===== src/sv/ple_pkg.sv =====
// ple_pkg: shared types and codes for the positional list engine
// command and response word structs, mode and status codes, cell operations
// no dependencies
package ple_pkg;

    localparam int CAPACITY_DEF = 32;
    localparam int VALUE_W      = 32;
    localparam int POS_W        = 8;
    localparam int LEN_W        = 6;
    localparam int MODE_W       = 3;
    localparam int STATUS_W     = 3;

    // operation codes carried in the mode field
    localparam logic [MODE_W-1:0] MODE_INS_FRONT = 3'd0;
    localparam logic [MODE_W-1:0] MODE_INS_END   = 3'd1;
    localparam logic [MODE_W-1:0] MODE_INS_POS   = 3'd2;
    localparam logic [MODE_W-1:0] MODE_DEL_FRONT = 3'd3;
    localparam logic [MODE_W-1:0] MODE_DEL_END   = 3'd4;
    localparam logic [MODE_W-1:0] MODE_DEL_POS   = 3'd5;

    // response status codes
    localparam logic [STATUS_W-1:0] ST_OK     = 3'd0;
    localparam logic [STATUS_W-1:0] ST_BADPOS = 3'd1;
    localparam logic [STATUS_W-1:0] ST_RANGE  = 3'd2;
    localparam logic [STATUS_W-1:0] ST_EMPTY  = 3'd3;
    localparam logic [STATUS_W-1:0] ST_FULL   = 3'd4;

    typedef struct packed {
        logic [MODE_W-1:0]         mode;
        logic signed [VALUE_W-1:0] value;
        logic [POS_W-1:0]          position;
    } cmd_word_t;

    typedef struct packed {
        logic [STATUS_W-1:0] status;
        logic [LEN_W-1:0]    length;
    } rsp_word_t;

    // what every cell does at each clock edge
    typedef enum logic [1:0] {
        CELL_HOLD,
        CELL_INSERT,
        CELL_DELETE
    } cell_op_t;

    typedef struct packed {
        cell_op_t            op;
        logic [STATUS_W-1:0] status;
    } dec_t;

endpackage


===== src/sv/positional_list_engine.sv =====
// response: a response word is registered and appears in the cycle after its command word is taken
// throughput: one command word per cycle; the response register is refilled
//   in the cycle it is drained, so only a stalled response holds off commands
// reset: rst_n clears the list length and the response valid flag; slot
//   contents are not cleared, a slot is only read back after it was written
module positional_list_engine #(
    parameter int CAPACITY = ple_pkg::CAPACITY_DEF
) (
    input  logic               clk,
    input  logic               rst_n,
    input  logic               cmd_valid,
    output logic               cmd_ready,
    input  ple_pkg::cmd_word_t cmd,
    output logic               rsp_valid,
    input  logic               rsp_ready,
    output ple_pkg::rsp_word_t rsp
);
    import ple_pkg::*;

    // count needs to hold CAPACITY itself
    localparam int CNT_W = $clog2(CAPACITY + 1);

    logic [CNT_W-1:0] count_reg;
    logic [CNT_W-1:0] count_next;
    logic             rsp_valid_reg;
    logic             rsp_valid_next;
    rsp_word_t        rsp_reg;
    rsp_word_t        rsp_next;

    dec_t             dec;
    logic [CNT_W-1:0] idx;
    logic             accept;
    cell_op_t         cell_op;

    // one row of slot values, slot 0 is the list front
    logic signed [VALUE_W-1:0] slot_data [CAPACITY];

    // a new command enters whenever the response register is free or draining
    assign cmd_ready = !rsp_valid_reg || rsp_ready;
    assign accept    = cmd_valid && cmd_ready;

    ple_ctrl #(
        .CAPACITY (CAPACITY),
        .CNT_W    (CNT_W)
    ) u_ctrl (
        .cmd        (cmd),
        .count      (count_reg),
        .dec        (dec),
        .idx        (idx),
        .count_next (count_next)
    );

    // cells only move on an accepted command
    assign cell_op = accept ? dec.op : CELL_HOLD;

    // the chain: every cell sees its left and right neighbor; the ends are tied
    // off, since an insert never pulls into slot 0 and a delete only vacates
    // the last slot
    for (genvar i = 0; i < CAPACITY; i++)
    begin : g_cell
        logic signed [VALUE_W-1:0] left_in;
        logic signed [VALUE_W-1:0] right_in;

        if (i == 0)
        begin : g_first
            assign left_in = '0;
        end
        else
        begin : g_mid_l
            assign left_in = slot_data[i-1];
        end

        if (i == CAPACITY - 1)
        begin : g_last
            assign right_in = '0;
        end
        else
        begin : g_mid_r
            assign right_in = slot_data[i+1];
        end

        ple_cell #(
            .IDX   (i),
            .CNT_W (CNT_W)
        ) u_cell (
            .clk        (clk),
            .op         (cell_op),
            .idx        (idx),
            .value      (cmd.value),
            .left_data  (left_in),
            .right_data (right_in),
            .data       (slot_data[i])
        );
    end

    // response word: status plus new length, length wraps into six bits
    always_comb
    begin
        rsp_next        = rsp_reg;
        rsp_valid_next  = rsp_valid_reg;
        if (accept)
        begin
            rsp_next.status = dec.status;
            rsp_next.length = LEN_W'(count_next);
            rsp_valid_next  = 1'b1;
        end
        else if (rsp_ready)
        begin
            rsp_valid_next = 1'b0;
        end
    end

    always_ff @(posedge clk or negedge rst_n)
    begin
        if (!rst_n)
        begin
            count_reg     <= '0;
            rsp_valid_reg <= 1'b0;
        end
        else
        begin
            if (accept)
            begin
                count_reg <= count_next;
            end
            rsp_valid_reg <= rsp_valid_next;
        end
    end

    // payload needs no reset
    always_ff @(posedge clk)
    begin
        rsp_reg <= rsp_next;
    end

    assign rsp_valid = rsp_valid_reg;
    assign rsp       = rsp_reg;

endmodule


===== src/sv/ple_cell.sv =====
// ple_cell: one storage slot of the list chain
// shifts toward or away from its neighbors, or loads the new value
// depends on ple_pkg
module ple_cell #(
    parameter int IDX   = 0,
    parameter int CNT_W = 6
) (
    input  logic                                clk,
    input  ple_pkg::cell_op_t                   op,
    input  logic [CNT_W-1:0]                    idx,
    input  logic signed [ple_pkg::VALUE_W-1:0]  value,
    input  logic signed [ple_pkg::VALUE_W-1:0]  left_data,
    input  logic signed [ple_pkg::VALUE_W-1:0]  right_data,
    output logic signed [ple_pkg::VALUE_W-1:0]  data
);
    import ple_pkg::*;

    localparam logic [CNT_W-1:0] MY_IDX = CNT_W'(IDX);

    logic signed [VALUE_W-1:0] data_reg;
    logic signed [VALUE_W-1:0] data_next;

    always_comb
    begin
        data_next = data_reg;
        case (op)
            CELL_INSERT:
            begin
                if (MY_IDX > idx)
                begin
                    data_next = left_data;
                end
                else if (MY_IDX == idx)
                begin
                    data_next = value;
                end
            end
            CELL_DELETE:
            begin
                if (MY_IDX >= idx)
                begin
                    data_next = right_data;
                end
            end
            default:
            begin
                data_next = data_reg;
            end
        endcase
    end

    always_ff @(posedge clk)
    begin
        data_reg <= data_next;
    end

    assign data = data_reg;

endmodule


===== src/sv/ple_ctrl.sv =====
// ple_ctrl: decodes one command word against the current length
// gives status, the cell operation, the target slot and the new length
// depends on ple_pkg
module ple_ctrl #(
    parameter int CAPACITY = ple_pkg::CAPACITY_DEF,
    parameter int CNT_W    = $clog2(CAPACITY + 1)
) (
    input  ple_pkg::cmd_word_t cmd,
    input  logic [CNT_W-1:0]   count,
    output ple_pkg::dec_t      dec,
    output logic [CNT_W-1:0]   idx,
    output logic [CNT_W-1:0]   count_next
);
    import ple_pkg::*;

    localparam int CMP_W = ((CNT_W > POS_W) ? CNT_W : POS_W) + 1;
    localparam logic [CNT_W-1:0] CAP_CNT = CNT_W'(CAPACITY);

    logic             full;
    logic             empty;
    logic [CMP_W-1:0] pos_w;
    logic [CMP_W-1:0] cnt_w;
    logic [CNT_W-1:0] pos_idx;

    assign full    = (count == CAP_CNT);
    assign empty   = (count == '0);
    assign pos_w   = CMP_W'(cmd.position);
    assign cnt_w   = CMP_W'(count);
    // only used once the position is known to be within the list
    assign pos_idx = CNT_W'(pos_w - CMP_W'(1));

    always_comb
    begin
        dec.op     = CELL_HOLD;
        dec.status = ST_OK;
        idx        = '0;
        case (cmd.mode)
            MODE_INS_FRONT:
            begin
                if (full) dec.status = ST_FULL;
                else dec.op = CELL_INSERT;
            end
            MODE_INS_END:
            begin
                idx = count;
                if (full) dec.status = ST_FULL;
                else dec.op = CELL_INSERT;
            end
            MODE_INS_POS:
            begin
                idx = pos_idx;
                if (cmd.position == '0) dec.status = ST_BADPOS;
                else if (full) dec.status = ST_FULL;
                else if (pos_w > cnt_w + CMP_W'(1)) dec.status = ST_RANGE;
                else dec.op = CELL_INSERT;
            end
            MODE_DEL_FRONT:
            begin
                if (empty) dec.status = ST_EMPTY;
                else dec.op = CELL_DELETE;
            end
            MODE_DEL_END:
            begin
                idx = count - CNT_W'(1);
                if (empty) dec.status = ST_EMPTY;
                else dec.op = CELL_DELETE;
            end
            MODE_DEL_POS:
            begin
                idx = pos_idx;
                if (empty) dec.status = ST_EMPTY;
                else if (cmd.position == '0) dec.status = ST_BADPOS;
                else if (pos_w > cnt_w) dec.status = ST_RANGE;
                else dec.op = CELL_DELETE;
            end
            default:
            begin
                dec.op     = CELL_HOLD;
                dec.status = ST_OK;
            end
        endcase
    end

    always_comb
    begin
        case (dec.op)
            CELL_INSERT: count_next = count + CNT_W'(1);
            CELL_DELETE: count_next = count - CNT_W'(1);
            default:     count_next = count;
        endcase
    end

endmodule


===== config.mk =====
export PLATFORM = sky130hd
export DESIGN_NAME = positional_list_engine
export DESIGN_NICKNAME = d
export VERILOG_FILES = /design/src/sv/ple_pkg.sv /design/src/sv/positional_list_engine.sv /design/src/sv/ple_cell.sv /design/src/sv/ple_ctrl.sv
export SDC_FILE = /design/constraint.sdc
export NUM_CORES = 1
export LEC_CHECK = 0
export BUFFER_PORTS_ARGS = -buffer_cell sky130_fd_sc_hd__buf_2
export CORE_MARGIN = 2
export CORE_UTILIZATION = 39
export CTS_BUF_LIST = sky130_fd_sc_hd__clkbuf_8 sky130_fd_sc_hd__clkbuf_16
export DETAILED_ROUTE_END_ITERATION = 10
export HOLD_SLACK_MARGIN = 0.12
export MAX_ROUTING_LAYER = met4
export PLACE_DENSITY_LB_ADDON = 0.3
export SLEW_MARGIN = 40
export SYNTH_ARGS = -nofsm -noshare
export SYNTH_HDL_FRONTEND = slang
export SYNTH_SLANG_ARGS = --single-unit

===== constraint.sdc =====
create_clock -name clk -period 4.7 [get_ports clk]
set_input_delay 0.235 -clock clk [delete_from_list [all_inputs] [get_ports clk]]
set_output_delay 0.235 -clock clk [all_outputs]
set_load 0.1 [all_outputs]

==> results.ini <==
[clock_tree]
clk_pin_slew_ns = 0.06
cts_resized = 0
worstSkewPairLatency_ns = 0.25
post-cts-setup-buffer-count = 0
cts_buffers = 3
cts_buffer_depth = 2
cts-htree-levels = 1
cts_tree = yes
hold_buffers = 1
cts-root-buf = clkbuf_8
cts_num_sinks = 16

[timing]
slew_violations = 0
fin_skew_ns = 0.00281
tns_ns = 0
worstMarginPinSlew_ns = 0.487
timing.slew.headroom = 0.677
fin_crit_ns = 4.26
grt_setup_unrepaired = no
max_freq_ghz = 0.235
setup_viol = 0
finalCritPeriodShare = 0.906
finalHoldViolCount = 0

[drt]
antenna_left = 0
viasPerCell = 5.32
drt-initial-drc-count = 50
routedWlPerCell_um = 13.7
wl_um = 3170
vias = 1235
drc_errors = 0
firstDrtPassIters = 4

[global_routing]
grt_start_max_net_pins = 12
track_usage = 0.173
overflow = 0
grt_pass1_wl_um = 5410
antenna_found_initial = 0
grt_pass1_vias = 1208

[floorplan]
rows = 22
io-pin-count = 58
die-area_um2 = 4210
start_util = 0.401
die_w_um = 64.9
die_h_um = 64.9
coreArea_um2 = 3610

[logic_synthesis]
synth_seq_cells = 16
yosysSeqAreaShare = 0.308
synth_top_area_share = 0.187
async_reset_ff_frac = 0.438
synth_edf_count = 9
syn_inst = 157
syn_avg_cell_area_um2 = 9.21
yosys_warnings = 0
syn_nets = 225
synth_ff_type = edfxtp_1
netlist_area_um2 = 1450
yosys-top-cells-area = edfxtp_1 19%, ha_1 17%, dfrtp_1 12%
synth_largest_area_cell = edfxtp_1
synthDistinctLibCells = 40
synth_most_common_cell = ha_1
synth_common_cells = 20 x ha_1, 17 x inv_1, 14 x nand2_1

[power_and_ir_drop]
clkPwrFrac = 0.114
p_leak_uw = 0.000742
pwr-share-comb = 0.607
peakVddDrop_uv = 177
p_seq_frac = 0.279
swShare = 0.513
intPower_uw = 458
p_per_area_nw_per_um2 = 565
power.switching_uw = 482

[cells_and_area]
post-route-util = 0.462
fin_area_um2 = 1670
nets = 253
area_growth_pct = 15.1
largest_register_ffs = 9
multiInputGateArea_um2 = 916
drive_gt1_frac = 0.185
regArea_um2 = 445
num-fill-cells = 361
diodes = 0

[place]
dpl-instance-area_um2 = 1610
portBuffers = 25
gp_congestion = 0.757
dp_hpwl_um = 2530

[critical_path]
crit_type = reg2reg
critPathLaunchType = register
endpoint_kind = register
required_ns = 4.70
cp_max_fo = 9
cp.arrival_ns = 4.26

[job]
maxCapViolCount = 0

[min_path]
hold_path.class = in2reg

[run_status]
status = complete, no violations

==> final timing paths <==
path | from | end | slack, ns | depth (start not counted)
worst min register to register | count_reg[5] | count_reg[5] | 0.57 | 1
max in group asynchronous | rst_n | count_reg[2] | 4.18 | 2
worst max-delay path | count_reg[0] | rsp[5] | 0.44 | 15
min in group asynchronous | rst_n | rsp_valid | 0.36 | 2
worst max register to register | count_reg[0] | rsp[5] | 0.44 | 15
worst min-delay path | cmd_valid | rsp_valid | 0.20 | 2
==> layout by cell type, fill, tap and decap left out, drive strengths merged, types with 3 or more instances in the layout <==
cell	count
a211oi	6
a21o	3
a21oi	4
buf	25
clkbuf	3
dfrtp	7
edfxtp	9
ha	20
inv	17
mux2	3
nand2	14
nand2b	6
nand3	7
nor2	5
nor4	5
o21ai	12
xnor2	8
==> per-stage QoR <==
| step | hold slack, ns | instances | power (uW) | setup slack [ns] |
|---|---|---|---|---|
| after floorplan | -0.0606 | 157 | 726 | 1.03 |
| after global placement | 0.0840 | 227 | 815 | 0.523 |
| after detailed placement | 0.0825 | 227 | 834 | 0.465 |
| after CTS | 0.195 | 232 | 945 | 0.438 |
| after global routing | 0.213 | 232 | 1030 | 0.138 |
| final | 0.199 | 232 | 941 | 0.442 |
==> power by group through the flow <==
stage	logic, uW	registers, uW	clock network, uW
final	571	262	108
after global routing	641	271	115
after CTS	573	262	110
after detailed placement	569	265	0
after global placement	551	264	0
after floorplan	349	377	0
==> worst max-delay path: stages, from the launching register on <==
cell      delay [ns]
dfrtp_1         0.58
ha_1            0.29
nand3_1         0.11
xnor2_1         0.15
ha_1            0.28
nand4_1         0.15
nor4_1          0.36
o21bai_1        0.14
a211o_1         0.30
ha_1            0.30
ha_1            0.34
a211oi_2        0.23
nor2_1          0.12
or4_1           0.47
nand3_1         0.10
xnor2_1         0.07
==> per-layer routing <==
metal,track usage,wire length [um]
met1,0.213,1440
met4,0.0638,41
met2,0.276,1570
met5,-,0
met3,0.0399,112
==> area by class of cell <==
class / instances / share of cell area
inverter: 17 / 0.0383
sequential: 16 / 0.267
timing repair buffer: 26 / 0.0811
clock inverter: 1 / 0.00225
multi-input combinational: 121 / 0.550
clock buffer: 3 / 0.0248
tap: 48 / 0.0361
==> cells by family (layout without fill, tap and decap cells) <==
| logic type | after synthesis | after routing | share of synthesized area |
|---|---|---|---|
| AO/OA/AOI/OAI | 35 | 35 | 0.162 |
| XOR/XNOR | 10 | 10 | 0.0606 |
| adder cells (fa/ha/maj) | 21 | 21 | 0.187 |
| buffers and inverters | 20 | 47 | 0.0588 |
| flip-flops | 16 | 16 | 0.308 |
| multiplexers | 3 | 3 | 0.0234 |
| AND/OR/NAND/NOR | 52 | 52 | 0.201 |
No activity file was read; power rests on OpenSTA's default activity.
